File: src/design/spcl_pkg.sv
package spcl_pkg;

    localparam int DEF_MAX_HEIGHT   = 64;
    localparam int DEF_MAX_WIDTH    = 64;
    localparam int DEF_MAX_CHANNELS = 4;
    localparam int DEF_MAX_KERNEL   = 7;
    localparam int DEF_MAX_FILTERS  = 8;

    localparam int SUM_W = 40;
    localparam int VAL_W = 16;
    localparam int CFG_IDX_W  = 3;
    localparam int CFG_DATA_W = 7;

    typedef enum logic [1:0] {
        OP_WEIGHT  = 2'd0,
        OP_SAMPLE  = 2'd1,
        OP_COMPUTE = 2'd2,
        OP_NONE    = 2'd3
    } op_t;

    typedef enum logic [2:0] {
        REG_IMAGE_HEIGHT  = 3'd0,
        REG_IMAGE_WIDTH   = 3'd1,
        REG_CHANNELS      = 3'd2,
        REG_KERNEL_HEIGHT = 3'd3,
        REG_KERNEL_WIDTH  = 3'd4,
        REG_NUM_FILTERS   = 3'd5,
        REG_ROW_STRIDE    = 3'd6,
        REG_COL_STRIDE    = 3'd7
    } reg_idx_t;

    typedef enum logic [1:0] {
        ST_IDLE,
        ST_RUN,
        ST_DRAIN,
        ST_OUT
    } back_state_t;

    typedef struct packed {
        logic [6:0] image_height;
        logic [6:0] image_width;
        logic [2:0] channels;
        logic [2:0] kernel_height;
        logic [2:0] kernel_width;
        logic [3:0] num_filters;
        logic [6:0] row_stride;
        logic [6:0] col_stride;
    } cfg_t;

    // Compute request passed from front to back
    typedef struct packed {
        logic        err;
        logic [2:0]  filter_index;
        logic [12:0] centre_row;
        logic [12:0] centre_col;
    } job_t;

endpackage

File: src/design/spcl_if.sv
interface spcl_in_if;
    logic        valid;
    logic        ready;
    logic [1:0]  op;
    logic [2:0]  filter_index;
    logic [1:0]  channel_index;
    logic [5:0]  row_index;
    logic [5:0]  col_index;
    logic signed [15:0] sample_value;
    modport source (output valid, op, filter_index, channel_index, row_index, col_index,
                    sample_value, input ready);
    modport sink (input valid, op, filter_index, channel_index, row_index, col_index,
                  sample_value, output ready);
endinterface


File: src/design/spcl_front.sv
module spcl_front #(
    parameter int MAX_HEIGHT = 64,
    parameter int MAX_WIDTH  = 64,
    parameter int MAX_FILTERS = 8
) (
    input  logic              clk,
    input  logic              rst_n,
    spcl_in_if.sink           in_ch,
    input  spcl_pkg::cfg_t    cfg,
    input  logic              back_busy,
    output logic              img_we,
    output logic              wgt_we,
    output logic              job_valid,
    input  logic              job_ready,
    output spcl_pkg::job_t    job
);
    import spcl_pkg::*;

    logic [6:0]  h_eff, w_eff, rs, cs;
    logic [3:0]  nf;
    logic [12:0] cr, cc;
    logic        q_valid_reg, q_valid_next;
    job_t        q_reg, q_next;
    logic        is_compute, accept;

    assign h_eff = (cfg.image_height == 7'd0) ? 7'd1 :
                   (32'(cfg.image_height) > MAX_HEIGHT) ? 7'(MAX_HEIGHT) : cfg.image_height;
    assign w_eff = (cfg.image_width == 7'd0) ? 7'd1 :
                   (32'(cfg.image_width) > MAX_WIDTH) ? 7'(MAX_WIDTH) : cfg.image_width;
    assign nf    = (cfg.num_filters == 4'd0) ? 4'd1 :
                   (32'(cfg.num_filters) > MAX_FILTERS) ? 4'(MAX_FILTERS) : cfg.num_filters;
    assign rs = (cfg.row_stride == 7'd0) ? 7'd1 : cfg.row_stride;
    assign cs = (cfg.col_stride == 7'd0) ? 7'd1 : cfg.col_stride;
    assign cr = 13'(in_ch.row_index) * 13'(rs);
    assign cc = 13'(in_ch.col_index) * 13'(cs);

    assign is_compute = (op_t'(in_ch.op) == OP_COMPUTE);
    // queue one job while the back works on another; hold writes until every
    // earlier compute request has finished reading the memories
    assign in_ch.ready = is_compute ? (!q_valid_reg || job_ready)
                                    : (!q_valid_reg && !back_busy);
    assign accept = in_ch.valid && in_ch.ready;
    assign img_we = accept && (op_t'(in_ch.op) == OP_SAMPLE);
    assign wgt_we = accept && (op_t'(in_ch.op) == OP_WEIGHT);

    always_comb
    begin
        q_valid_next = q_valid_reg && !job_ready;
        q_next = q_reg;
        if (accept && is_compute)
        begin
            q_valid_next = 1'b1;
            q_next.filter_index = in_ch.filter_index;
            q_next.centre_row = cr;
            q_next.centre_col = cc;
            q_next.err = (4'(in_ch.filter_index) >= nf) || (cr >= 13'(h_eff))
                         || (cc >= 13'(w_eff));
        end
    end

    always_ff @(posedge clk or negedge rst_n)
    begin
        if (!rst_n)
            q_valid_reg <= 1'b0;
        else
            q_valid_reg <= q_valid_next;
    end

    always_ff @(posedge clk)
    begin
        q_reg <= q_next;
    end

    assign job_valid = q_valid_reg;
    assign job = q_reg;

    a_err_range: assert property (@(posedge clk) disable iff (!rst_n)
        q_valid_reg && !q_reg.err |-> q_reg.centre_row < 13'(MAX_HEIGHT))
        else $error("queued job centre beyond image");
    a_hold: assert property (@(posedge clk) disable iff (!rst_n)
        q_valid_reg && !job_ready |=> q_valid_reg && $stable(q_reg))
        else $error("queued job lost");
    a_noacc: assert property (@(posedge clk) disable iff (!rst_n)
        q_valid_reg && !job_ready && is_compute |-> !in_ch.ready)
        else $error("compute taken while queue full");

endmodule

File: src/flat_wrapper.sv
// flat-port wrapper written by rule: the top's interface ports become plain ports
module spcl_front_flat import spcl_pkg::*;
#(
    parameter int MAX_HEIGHT = 64,
    parameter int MAX_WIDTH  = 64,
    parameter int MAX_FILTERS = 8
)
  (clk, rst_n, cfg, back_busy, img_we, wgt_we, job_valid, job_ready, job, in_ch_valid, in_ch_op, in_ch_filter_index, in_ch_channel_index, in_ch_row_index, in_ch_col_index, in_ch_sample_value, in_ch_ready);
  spcl_in_if in_ch_i ();
  input  logic clk;
  input  logic rst_n;
  input  spcl_pkg::cfg_t cfg;
  input  logic back_busy;
  output logic img_we;
  output logic wgt_we;
  output logic job_valid;
  input  logic job_ready;
  output spcl_pkg::job_t job;
  input wire logic [$bits(in_ch_i.valid)-1:0] in_ch_valid;
  input wire logic [$bits(in_ch_i.op)-1:0] in_ch_op;
  input wire logic [$bits(in_ch_i.filter_index)-1:0] in_ch_filter_index;
  input wire logic [$bits(in_ch_i.channel_index)-1:0] in_ch_channel_index;
  input wire logic [$bits(in_ch_i.row_index)-1:0] in_ch_row_index;
  input wire logic [$bits(in_ch_i.col_index)-1:0] in_ch_col_index;
  input wire logic [$bits(in_ch_i.sample_value)-1:0] in_ch_sample_value;
  output wire logic [$bits(in_ch_i.ready)-1:0] in_ch_ready;
  assign in_ch_i.valid = in_ch_valid;
  assign in_ch_i.op = in_ch_op;
  assign in_ch_i.filter_index = in_ch_filter_index;
  assign in_ch_i.channel_index = in_ch_channel_index;
  assign in_ch_i.row_index = in_ch_row_index;
  assign in_ch_i.col_index = in_ch_col_index;
  assign in_ch_i.sample_value = in_ch_sample_value;
  assign in_ch_ready = in_ch_i.ready;
  spcl_front #(.MAX_HEIGHT(MAX_HEIGHT), .MAX_WIDTH(MAX_WIDTH), .MAX_FILTERS(MAX_FILTERS)) u_core (.clk(clk), .rst_n(rst_n), .in_ch(in_ch_i), .cfg(cfg), .back_busy(back_busy), .img_we(img_we), .wgt_we(wgt_we), .job_valid(job_valid), .job_ready(job_ready), .job(job));
endmodule
File: config.mk
export PLATFORM = sky130hd
export DESIGN_NAME = spcl_front_flat
export DESIGN_NICKNAME = d
export VERILOG_FILES = /design/src/design/spcl_pkg.sv /design/src/design/spcl_if.sv /design/src/design/spcl_front.sv /design/src/flat_wrapper.sv
export SDC_FILE = /design/constraint.sdc
export NUM_CORES = 1
export LEC_CHECK = 0
export BUFFER_PORTS_ARGS = -buffer_cell sky130_fd_sc_hd__buf_2
export CORE_MARGIN = 4
export CORE_UTILIZATION = 55
export DETAILED_ROUTE_END_ITERATION = 16
export HOLD_SLACK_MARGIN = 0.02
export PLACE_DENSITY = 0.84
export SETUP_SLACK_MARGIN = 0.02
export SLEW_MARGIN = 20
export SYNTH_ARGS = -nofsm -noshare
export SYNTH_HDL_FRONTEND = slang
export SYNTH_SLANG_ARGS = --single-unit
File: constraint.sdc
create_clock -name clk -period 5.2 [get_ports clk]
set_input_delay 0.26 -clock clk [delete_from_list [all_inputs] [get_ports clk]]
set_output_delay 0.26 -clock clk [all_outputs]
set_load 0.1 [all_outputs]
==> key figures <==
Min path
  • Hold path depth: 2
  • Hold EP: u_core.job_valid$_DFF_PN0_
  • Critical hold path startpoint: job_ready
  • Worst min path class: input pin to register

STA
  • Fmax achieved: 0.1995 GHz
  • Fin crit period: 5.011 ns
  • Worst slew pin tran: 0.5499 ns
  • Relative slew slack: 63.27%
  • Final setup TNS: 0 ns
  • Fin. Hold Viols: 0
  • Clk_skew: 0.005644 ns
  • Period utilisation layout: 96.37%
  • Setup-failing EPs final: 0
  • Slew Limit Fails: 0

Outcome
  • Status: finished, final reports clean

Logic synthesis
  • Sequential fraction of the synthesis area: 22.58%
  • Share of the synthesized area in the top cell type: 21.97%
  • Syn Area/Cell: 9.602 um2
  • Largest area contributor in the synthesized netlist: edfxtp_1
  • Cell variety after synth: 44
  • Synth Flop Type: edfxtp_1
  • Async S/R FF share, synth: 3.226%
  • Post-synth EDFFs: 30
  • YS warnings: 0
  • Synth Net Count: 609
  • Most area-consuming cells after synthesis: edfxtp_1 (22%), fa_1 (21%), ha_1 (18%)
  • Synth Instances: 427
  • Netlist Area Pre-Place: 4100 um2
  • Synth Register Bits: 31

Worst setup path
  • RR Endpoint: u_core.job[25]$_DFFE_PP_
  • CP endpoint kind: register
  • Critical path required time: 5.22 ns
  • Startpoint Class: input pin
  • Crit path top cell by count: fa_1
  • Crit-path slowest cell: fa_1
  • Worst reg2reg path depth: 5
  • Worst setup path class: input pin to register
  • Reg2reg start: u_core.job_valid$_DFF_PN0_
  • CP Cell Sequence: buf_2 > nor4_4 > a21oi_2 > nand2b_1 > fa_1 > fa_1 > fa_1 > inv_1 > ha_4 > a21oi_4 > xnor2_2 > ha_1 > o21ai_1 > nor2_1 > a2111oi_2 > nand4b_1 > or4_1 > or4b_1
  • Worst EP arrival: 5.03 ns
  • Slowest Stage Delay on Critical Path: 0.54 ns
  • R2R Setup Slk: 3.66 ns
  • CP Max Fanout: 5

Placement
  • DP Cell Count: 631
  • I/O Buffers: 87
  • Placed Area: 4798 um2
  • HPWL after detailed placement: 7.486 mm
  • Routability cong.: 0.8465

Finish
  • Fill cells: 532
  • Design Area, Final: 4987 um2
  • ANT cells: 0
  • Area Growth Syn to Fin: 21.64%
  • Share of cells above drive strength 1: 23.84%
  • Fin cells: 640
  • Final #Nets: 722

Clock tree
  • CTS tree: yes
  • Clk buf depth: 2
  • Insertion delay to the later sink of the worst-skew pair: 0.28 ns
  • Clk root buf: clkbuf_8
  • Num CTS Buffers: 5
  • TritonCTS Sinks: 31
  • Clock transition at path regs: 0.07 ns
  • H-tree levels: 2

Global route
  • Largest net degree at the start of global routing: 32
  • Grt ovf: 0
  • Initial antenna violation count: 0
  • Vias in the first global route: 3594
  • Aggregate global-route resource usage: 21.41%
  • First-pass GRT wire length: 15.30 mm

Floorplan
  • Die Y: 94.34 um
  • Die ar.: 8900 um2
  • Core Area: 7253 um2
  • Initial core utilization: 56.53%
  • IO Pins: 115
  • Std-Cell Rows: 31
  • Chip width: 94.34 um

Detailed routing
  • Detailed Route Iter0 Violations: 251
  • Post-route ant nets: 0
  • Drt pass-1 iters: 4
  • Final WL: 9.267 mm
  • Total vias in the final route: 3471
  • Post-route DRC: 0
  • DR WL/cell: 14.48 um
  • Vias/cell: 5.423

Power
  • Pwr Total: 1.503 mW
  • Static Leak: 2.488 nW
  • Cell area power density: 301.3 nW/um2
  • Max VDD drop: 0.1980 mV

Run
  • Total of max-cap violations: 0
==> repair_timing <==
action                                 4_1_cts  5_1_grt
hold buffers                                 1        0
gates resized for setup                      8        7
setup endpoints to repair                    1        1
setup buffers                                0        0
cloned                                       0        0
pin swaps                                    1       11
endpoints found under the hold margin        1        0
==> synthesized netlist by cell type (all sizes together), types with 3 or more instances <==
| library cell | n |
|---|---|
| xor2 | 5 |
| and2 | 47 |
| nor3 | 4 |
| nand2 | 43 |
| nor2b | 13 |
| or3 | 3 |
| nand3 | 4 |
| nor2 | 21 |
| a31oi | 4 |
| xnor2 | 8 |
| a21o | 6 |
| and3 | 4 |
| nand2b | 11 |
| edfxtp | 30 |
| fa | 42 |
| inv | 65 |
| o21bai | 4 |
| o21ai | 7 |
| ha | 59 |
| a211oi | 6 |
| a21oi | 15 |
==> critical path: cells and delay by family <==
family | cells | cell delay (ns)
buffers and inverters | 2 | 0.18
adder cells (fa/ha/maj) | 5 | 2.11
AND/OR/NAND/NOR | 6 | 1.69
XOR/XNOR | 1 | 0.08
AO/OA/AOI/OAI | 4 | 0.69
==> kinds of logic after synthesis <==
group                      after synthesis  synth area share, %
AOI/OAI and AO/OA                       53                8.880
xor gates and xnor gates                13                2.777
adders and majority gates              101                38.51
buffers and inverters                   66                6.042
DFF                                     31                22.58
muxes                                    1               0.2746
and+or+nand+nor                        162                20.93
==> layout make-up <==
cell class                      count  area [um2]  share of cell area [%]
Multi-Input combinational cell    330        3024                   60.64
Tap cell                           99       123.9                   2.484
Sequential cell                    31       925.9                   18.56
Inverter                           65       244.0                   4.892
Timing Repair Buffer              107       588.1                   11.79
Clock buffer                        7       76.32                   1.530
Clock inverter                      1       5.005                  0.1004
==> per-layer routing <==
metal / up-vias / part of all wire [%] / track usage [%]
li1: 1658 / - / -
met1: 1676 / 41 / 27.30
met2: 117 / 50 / 37.59
met3: 20 / 6.4 / 3.108
met4: 0 / 2.2 / 6.739
met5: - / 0 / 0
==> sequential cells by signal, summed over array words and instances, names as in the netlist <==
signal            count
u_core.job_valid      1
u_core.job           30
==> metrics by stage <==
| stage | hold slack (ns) | setup WS, ns | utilization (%) |
|---|---|---|---|
| final | 0.1635 | 0.1886 | 68.76 |
| after global routing | 0.1680 | -0.04223 | 68.76 |
| after CTS | 0.1576 | 0.07416 | 68.09 |
| after detailed placement | 0.03661 | -0.4659 | 66.15 |
| after global placement | 0.03456 | -0.2228 | 66.15 |
| after floorplan | -0.03559 | 0.08365 | - |
==> worst max-delay path by stage <==
stage	start	end	slack, ns	cells after the start
CTS	cfg[4]	u_core.job[29]$_DFFE_PP_	0.07	17
global route	cfg[8]	u_core.job[29]$_DFFE_PP_	-0.04	18
detailed placement	cfg[13]	u_core.job[29]$_DFFE_PP_	-0.47	18
floorplan	cfg[8]	u_core.job[29]$_DFFE_PP_	0.08	17
finish	cfg[8]	u_core.job[29]$_DFFE_PP_	0.19	18
global placement	cfg[13]	u_core.job[29]$_DFFE_PP_	-0.22	18
==> report_power, final <==
| group | internal, mW | leakage, nW | total, mW | switching (mW) |
|---|---|---|---|---|
| combinational | 0.413 | 2.16 | 0.995 | 0.581 |
| clock | 0.0939 | 0.0422 | 0.184 | 0.0900 |
| sequential | 0.320 | 0.290 | 0.324 | 0.00447 |
| total | 0.827 | 2.49 | 1.50 | 0.676 |
==> layout by cell type, fill, tap and decap left out, drive strengths merged, types with 2 or more instances in the layout <==
cell type	synthesis	layout
or3	3	3
xnor2	8	8
fa	42	42
nand2	43	43
o2111ai	2	2
nand4	2	2
or4	2	2
inv	65	65
clkbuf	1	7
xor2	5	5
buf	0	106
and2	47	47
nand2b	11	11
nor4	2	2
o21bai	4	4
ha	59	59
a31oi	4	4
a21o	6	6
a21oi	15	15
nor3	4	4
and3	4	4
a2111oi	2	2
a211oi	6	6
edfxtp	30	30
nand3	4	4
o21a	2	2
o21ai	7	7
nor2b	13	13
nor2	21	21
No activity file was read; power rests on OpenSTA's default activity.
